===== config.mk =====
export PLATFORM = sky130hd
export DESIGN_NAME = rprop_front_flat
export DESIGN_NICKNAME = d
export VERILOG_FILES = /design/src/rtl/rprop_pkg.sv /design/src/rtl/rprop_if.sv /design/src/rtl/rprop_front.sv /design/src/flat_wrapper.sv
export SDC_FILE = /design/constraint.sdc
export NUM_CORES = 1
export LEC_CHECK = 0
export BUFFER_PORTS_ARGS = -buffer_cell sky130_fd_sc_hd__buf_2
export CAP_MARGIN = 20
export CORE_MARGIN = 8
export CORE_UTILIZATION = 45
export CTS_CLUSTER_DIAMETER = 60
export DETAILED_ROUTE_END_ITERATION = 8
export HOLD_SLACK_MARGIN = 0.1
export MAX_ROUTING_LAYER = met4
export PLACE_DENSITY = 0.7
export SYNTH_ARGS = -nofsm -noshare
export SYNTH_HDL_FRONTEND = slang
export SYNTH_SLANG_ARGS = --single-unit
export TNS_END_PERCENT = 100

===== constraint.sdc =====
create_clock -name clk_i -period 3.6 [get_ports clk_i]
set_clock_uncertainty 0.05 [all_clocks]
set_input_delay 0.18 -clock clk_i [delete_from_list [all_inputs] [get_ports clk_i]]
set_output_delay 0.18 -clock clk_i [all_outputs]
set_load 0.1 [all_outputs]

===== src/rtl/rprop_pkg.sv =====
`timescale 1ns / 1ps
`default_nettype none
// ----------------------------------------------------------------------------
// RProp package
// Shared types, opcodes, register indexes and default sizes.
// ----------------------------------------------------------------------------
package rprop_pkg;

  localparam int unsigned DefParamCount = 16;
  localparam int unsigned CfgIdxW = 3;
  localparam int unsigned CfgDataW = 63;

  typedef enum logic [2:0] {
    OP_LOAD     = 3'd0,
    OP_SET_BEST = 3'd1,
    OP_GRAD     = 3'd2,
    OP_REPORT   = 3'd3,
    OP_READ     = 3'd4
  } opcode_e;

  typedef enum logic [2:0] {
    CFG_STEP_INIT  = 3'd0,
    CFG_STEP_MIN   = 3'd1,
    CFG_STEP_MAX   = 3'd2,
    CFG_SHRINK     = 3'd3,
    CFG_GROW       = 3'd4,
    CFG_STOP_NORM  = 3'd5,
    CFG_STOP_HALV  = 3'd6,
    CFG_ITER_LIMIT = 3'd7
  } cfg_idx_e;

  // Command passed from the front part to the back part.
  typedef struct packed {
    logic [2:0]  opcode;
    logic [5:0]  index;
    logic        in_range;
    logic [31:0] data;
    logic        finite;
    logic        last;
  } cmd_t;

  typedef struct packed {
    logic [31:0] result_value;
    logic        improved;
    logic        stop;
  } res_t;

endpackage : rprop_pkg
`default_nettype wire


===== src/rtl/rprop_if.sv =====
`timescale 1ns / 1ps
`default_nettype none
// ----------------------------------------------------------------------------
// RProp channel interfaces
// Valid/ready channels for input items and result items.
// ----------------------------------------------------------------------------
interface rprop_in_if;
  logic        valid;
  logic        ready;
  logic [2:0]  opcode;
  logic [5:0]  param_index;
  logic [31:0] data_value;
  logic        value_finite;
  logic        last_element;
  modport source (output valid, opcode, param_index, data_value, value_finite,
                  last_element, input ready);
  modport sink (input valid, opcode, param_index, data_value, value_finite,
                last_element, output ready);
endinterface

`default_nettype wire


===== src/rtl/rprop_front.sv =====
`timescale 1ns / 1ps
`default_nettype none
// ----------------------------------------------------------------------------
// RProp front
// Accepts items, checks the index and queues commands in a two-entry FIFO.
// ----------------------------------------------------------------------------
module rprop_front
  import rprop_pkg::*;
#(
  parameter int unsigned ParamCount = DefParamCount
) (
  input  wire  clk_i,
  input  wire  rst_ni,
  rprop_in_if.sink in_if,
  output cmd_t cmd_o,
  output logic cmd_valid_o,
  input  wire  cmd_ready_i
);

  cmd_t       fifo_q [2];
  logic       wr_ptr_q, wr_ptr_d, rd_ptr_q, rd_ptr_d;
  logic [1:0] cnt_q, cnt_d;
  logic       push, pop;
  cmd_t       cmd_in;

  assign in_if.ready = (cnt_q != 2'd2);
  assign push = in_if.valid && in_if.ready;
  assign pop  = cmd_valid_o && cmd_ready_i;
  assign cmd_valid_o = (cnt_q != 2'd0);
  assign cmd_o = fifo_q[rd_ptr_q];

  always_comb begin
    cmd_in.opcode   = in_if.opcode;
    cmd_in.index    = in_if.param_index;
    cmd_in.in_range = ({26'd0, in_if.param_index} < ParamCount);
    cmd_in.data     = in_if.data_value;
    cmd_in.finite   = in_if.value_finite;
    cmd_in.last     = in_if.last_element;
    wr_ptr_d = push ? ~wr_ptr_q : wr_ptr_q;
    rd_ptr_d = pop ? ~rd_ptr_q : rd_ptr_q;
    cnt_d = cnt_q + {1'b0, push} - {1'b0, pop};
  end

  always_ff @(posedge clk_i or negedge rst_ni) begin
    if (!rst_ni) begin
      wr_ptr_q <= 1'b0;
      rd_ptr_q <= 1'b0;
      cnt_q    <= 2'd0;
    end else begin
      wr_ptr_q <= wr_ptr_d;
      rd_ptr_q <= rd_ptr_d;
      cnt_q    <= cnt_d;
    end
  end

  always_ff @(posedge clk_i) begin
    if (push) begin
      fifo_q[wr_ptr_q] <= cmd_in;
    end
  end

endmodule : rprop_front
`default_nettype wire


===== src/flat_wrapper.sv =====
// flat-port wrapper written by rule: the top's interface ports become plain ports
module rprop_front_flat import rprop_pkg::*;
#(
  parameter int unsigned ParamCount = DefParamCount
)
  (clk_i, rst_ni, cmd_o, cmd_valid_o, cmd_ready_i, in_if_valid, in_if_opcode, in_if_param_index, in_if_data_value, in_if_value_finite, in_if_last_element, in_if_ready);
  rprop_in_if in_if_i ();
  input  wire clk_i;
  input  wire rst_ni;
  output cmd_t cmd_o;
  output logic cmd_valid_o;
  input  wire cmd_ready_i;
  input wire logic [$bits(in_if_i.valid)-1:0] in_if_valid;
  input wire logic [$bits(in_if_i.opcode)-1:0] in_if_opcode;
  input wire logic [$bits(in_if_i.param_index)-1:0] in_if_param_index;
  input wire logic [$bits(in_if_i.data_value)-1:0] in_if_data_value;
  input wire logic [$bits(in_if_i.value_finite)-1:0] in_if_value_finite;
  input wire logic [$bits(in_if_i.last_element)-1:0] in_if_last_element;
  output wire logic [$bits(in_if_i.ready)-1:0] in_if_ready;
  assign in_if_i.valid = in_if_valid;
  assign in_if_i.opcode = in_if_opcode;
  assign in_if_i.param_index = in_if_param_index;
  assign in_if_i.data_value = in_if_data_value;
  assign in_if_i.value_finite = in_if_value_finite;
  assign in_if_i.last_element = in_if_last_element;
  assign in_if_ready = in_if_i.ready;
  rprop_front #(.ParamCount(ParamCount)) u_core (.clk_i(clk_i), .rst_ni(rst_ni), .in_if(in_if_i), .cmd_o(cmd_o), .cmd_valid_o(cmd_valid_o), .cmd_ready_i(cmd_ready_i));
endmodule

Word-level counts from Yosys, hierarchy flattened

Memories as Yosys holds them, arrays and structs flattened.
Index checks and enable logic that the tools add are counted.

Add/sub/neg operators: 2
$lt $le $gt $ge: 1
Equal/unequal tests: 1
Multiplexer cells: 2
Bitwise logic cells: 2
Reduce and logical (&&, ||, !) cells: 3

Operators with widths:

| kind                                                | number |
|---|---|
| < comparator 6 x 5 -> 1 bit (second input constant) | 1 |
| adder 2 x 1 -> 2 bit                                | 1 |
| logical AND 1 bit                                   | 2 |
| two-way mux 1 bit                                   | 2 |
| != test 2 bit (second input constant)               | 1 |
| NOT 1 bit                                           | 2 |
| nonzero test 2 bit                                  | 1 |
| subtractor 2 x 1 -> 2 bit                           | 1 |

Register bits after elaboration: 4
Memory bits (writable): 88
Input bits: 47
Output and inout port bits: 46
Word-level logic and storage cells: 15
Memories: 1

Memory list:

| name          | words | width | rd ports | clocked after Yosys merged registers in | write ports | RTL line          | RTL |
|---|---|---|---|---|---|---|---|
| u_core.fifo_q | 2     | 44    | 1        | 0                                       | 1           | rprop_front.sv:20 | `cmd_t fifo_q [2];` |

Longest topological paths before layout

Depth in word-level cells: 4
Depth in mapped cells: 7
Mapped depth without buffers: 7

Worst setup path after synthesis

OpenSTA, ideal clock, no wires.

Kind: register to register
Start point: register u_core.cnt_q[0]
End point: memory u_core.fifo_q[0][0] in the netlist's numbering, enable pin
Setup time: 0.446 ns
Arrival time: 3.271 ns
Data required time: 3.104 ns
Slack: -0.167 ns
Stages on the path, launching flop included: 4
Buffers on the path: 0
Clock period less this slack: 3.767 ns
Cells stage by stage: dfrtp_1 -> nand2b_1 -> nand2_1 -> nor2_1

Cells in the longest elaborated chain, start to end: 4

Ends and longest elaborated chain:

| what                                    | RTL line           | RTL |
|---|---|---|
| start: declaration                      | rprop_front.sv:22  | `logic [1:0] cnt_q, cnt_d;` |
| start signal: assignment                | rprop_front.sv:52  | `cnt_q <= cnt_d;` |
| != test 2 bit                           | rprop_front.sv:26  | `assign in_if.ready = (cnt_q != 2'd2);` |
| named net in_if_ready                   | flat_wrapper.sv:19 | `output wire logic [$bits(in_if_i.ready)-1:0] in_if_ready;` |
| logical AND 1 bit                       | rprop_front.sv:27  | `assign push = in_if.valid && in_if.ready;` |
| two-way mux 1 bit                       | rprop_front.sv:57  | `if (push) begin` |
| two-way mux 1 bit (implied by the code) | rprop_front.sv:58  | `fifo_q[wr_ptr_q] <= cmd_in;` |
| end: declaration                        | rprop_front.sv:20  |  |

The timed path passes the listed nets, and every way through them passes these cells.

==> results.md <==
- Synthesized Nets: roughly 210
- Vias in the first global route: ~2100
- Die X: approximately 100 µm
- Gp weighted congestion: about 0.66
- Worst R2R Setup Slack: approximately 1500 ps
- Clk buf depth: 2
- Total grt overflow: 0
- Ant diodes: 0
- Dpl ws: ~1300 ps
- Hold crit path type: input pin to async pin
- DP HPWL: around 4200 µm
- Core Box Area: ~7700 µm²
- Share of cells above drive strength 1: between 40% and 50%
- Max stage delay on crit path: 940 ps
- Reg-to-Reg End: u_core.fifo_q[0][4]$_DFFE_PP_
- Final setup margin: about 1000 ps
- RSZ-0062 raised after global routing: no
- Largest net degree at the start of global routing: 45
- Synthesized instance count: between 150 and 200
- Initial antenna violation count: 0
- CP required: roughly 3400 ps
- Type of origin of the critical path: register
- Via Count: 1896
- Status: finished clean
- Slowest cell on crit path: dfrtp_2
- Postcts setup bufs: 0
- Post-DR wirelength/cell: between 15 and 20 µm
- Cell Area, Synth: ~3600 µm²
- Crit Path Category: register to primary output
- Count of state elements after synthesis: 92
- Crit Path Max Fanout: 29
- Setup_tns: 0 ps
- Synth Area per Inst: ~23 µm²
- Tmin final: approximately 2600 ps
- Buf+Inv Stages, Crit Path: 2
- Die H: approximately 100 µm
- Worst relative slew slack: 30.9%
- Post-synthesis sequential area ratio: between 70% and 80%
- Num CTS Buffers: 9
- Netlist cell types: 15
- Layout net count: roughly 350
- CP endpoint kind: primary output
- Final Hold Violating Endpoints: 0
- Initial Util: between 40% and 50%
- CP top delay family: flip-flops
- Remaining antenna violation count: 0
- Max Cap Viol: 0
- Floorplan row count: 32
- Die Area: between 10000 and 15000 µm²
- Gr usage total: roughly 13%
- Fmax: 384 MHz
- Routed WL: roughly 6700 µm
- Clock sinks: a little over 90
- CTS resizes: 0
- Post-CTS Hold Buffers: 45
- DR pass1 iterations: 4
- First-pass GRT wire length: between 10000 and 15000 µm
- Max-slew violation count: 0
- Synth-to-layout area growth: 32.8%
- IO Port Bufs: approximately 90
- Worst Path Arrival: 2370 ps
- Yosys Warn Count: 0
- Worst-Skew Late Latency: 340 ps
- Final setup violation count: 0
- Vias/cell: 4.64
- Ratio of final minimum period to clock period: approximately 72%
- Slew @ Worst Pin: a little over 1000 ps
- Violation count after the first detailed-routing iteration: 60
- CTS Root Cell: clkbuf_8
- Reg2Reg Depth: 4
- CTS tree: yes
- I/O pins: 93
- Worst path cell trace: buf_4 -> mux2_4 -> buf_2
- # DRC: 0
- CTS clk-pin slew, worst paths: roughly 80 ps
- CTS H-Tree Depth: 3
- Hold Slack: between 150 and 200 ps
- Reg2reg start: u_core.cnt_q[1]$_DFF_PN0_
## layer usage
layer	GRT usage [%]	vias to the layer above	share of wire (%)
li1	-	896	-
met1	14.4	917	44
met2	19.6	77	48
met3	5.10	6	7.5
met4	4.59	0	0.82
met5	-	-	0
## worst reg2reg max path, stage by stage, from the launching register on
cell and delay, ps:
dfrtp_1 410, nand2b_1 130, nand2_1 150, nor2_4 590, buf_4 420
## synth_stat cells
cell type,n,share of area [%]
edfxtp_1,88,74
mux2_4,39,16
buf_6,5,1.6
mux2_1,5,1.6
dfrtp_1,4,2.8
inv_1,3,0.32
xnor2_1,3,0.74
ha_1,2,0.70
nor2_1,2,0.21
and2_4,1,0.25
and3_1,1,0.18
nand2_1,1,0.11
nand2b_1,1,0.18
or2_1,1,0.18
xor2_1,1,0.25
## metrics by stage
step | area (µm²) | utilization [%] | cells
2_1_floorplan | 3550 | - | 157
3_3_place_gp | 4110 | 53.4 | 348
3_5_place_dp | 4110 | 53.4 | 348
4_1_cts | 4720 | 61.4 | 409
5_1_grt | 4720 | 61.4 | 409
6_report | 4720 | 61.4 | 409
## sequential cells by signal (all words and copies together), names as in the netlist
signal           cells
u_core.cnt_q         2
u_core.fifo_q       88
u_core.wr_ptr_q      1
u_core.rd_ptr_q      1
## placed cells by master (no fill, tap or decap)
| master | count |
|---|---|
| edfxtp_1 | 88 |
| nor2_4 | 1 |
| clkinv_1 | 4 |
| dfrtp_2 | 1 |
| and3_2 | 1 |
| clkinvlp_4 | 1 |
| dlygate4sd3_1 | 45 |
| clkinv_4 | 1 |
| clkbuf_8 | 9 |
| dfrtp_1 | 3 |
| buf_4 | 2 |
| and2_4 | 1 |
| nand2b_1 | 1 |
| buf_2 | 92 |
| clkbuf_1 | 1 |
| nand2_1 | 1 |
| nor2_1 | 1 |
| xnor2_1 | 3 |
| inv_1 | 3 |
| ha_1 | 2 |
| mux2_1 | 5 |
| or2_1 | 1 |
| mux2_4 | 39 |
| xor2_1 | 1 |
## cell families (layout without fill, tap and decap cells)
| family | after synthesis | in the layout | synth area share (%) |
|---|---|---|---|
| XOR/XNOR | 4 | 4 | 0.987 |
| adder cells (fa/ha/maj) | 2 | 2 | 0.705 |
| multiplexers | 44 | 44 | 18.1 |
| AND/OR/NAND/NOR | 7 | 7 | 1.09 |
| buffers and inverters | 8 | 158 | 1.90 |
| flip-flops | 92 | 92 | 77.2 |
## how the worst max path moves through the flow
stage                                      from                             to  slack, ps  cells past startpoint
global placement    u_core.rd_ptr_q$_DFFE_PN0P_                      cmd_o[24]       1350                      3
floorplan             u_core.cnt_q[0]$_DFF_PN0_  u_core.fifo_q[0][0]$_DFFE_PP_        550                      3
finish              u_core.rd_ptr_q$_DFFE_PN0P_                      cmd_o[13]       1000                      3
CTS                 u_core.rd_ptr_q$_DFFE_PN0P_                      cmd_o[13]        940                      3
global route        u_core.rd_ptr_q$_DFFE_PN0P_                      cmd_o[24]        870                      3
detailed placement  u_core.rd_ptr_q$_DFFE_PN0P_                      cmd_o[13]       1320                      3
## final cells by class
type	count	area (µm²)
timing repair buffer	139	926
clock inverter	6	31.3
fill	574	2970
multi-input combinational	57	749
sequential	92	2740
tap	102	128
inverter	3	11.3
clock buffer	10	128
Power is left out: the tool's default activity adds up to more than one toggle a clock period on the data nets, which glitch-free logic cannot reach.
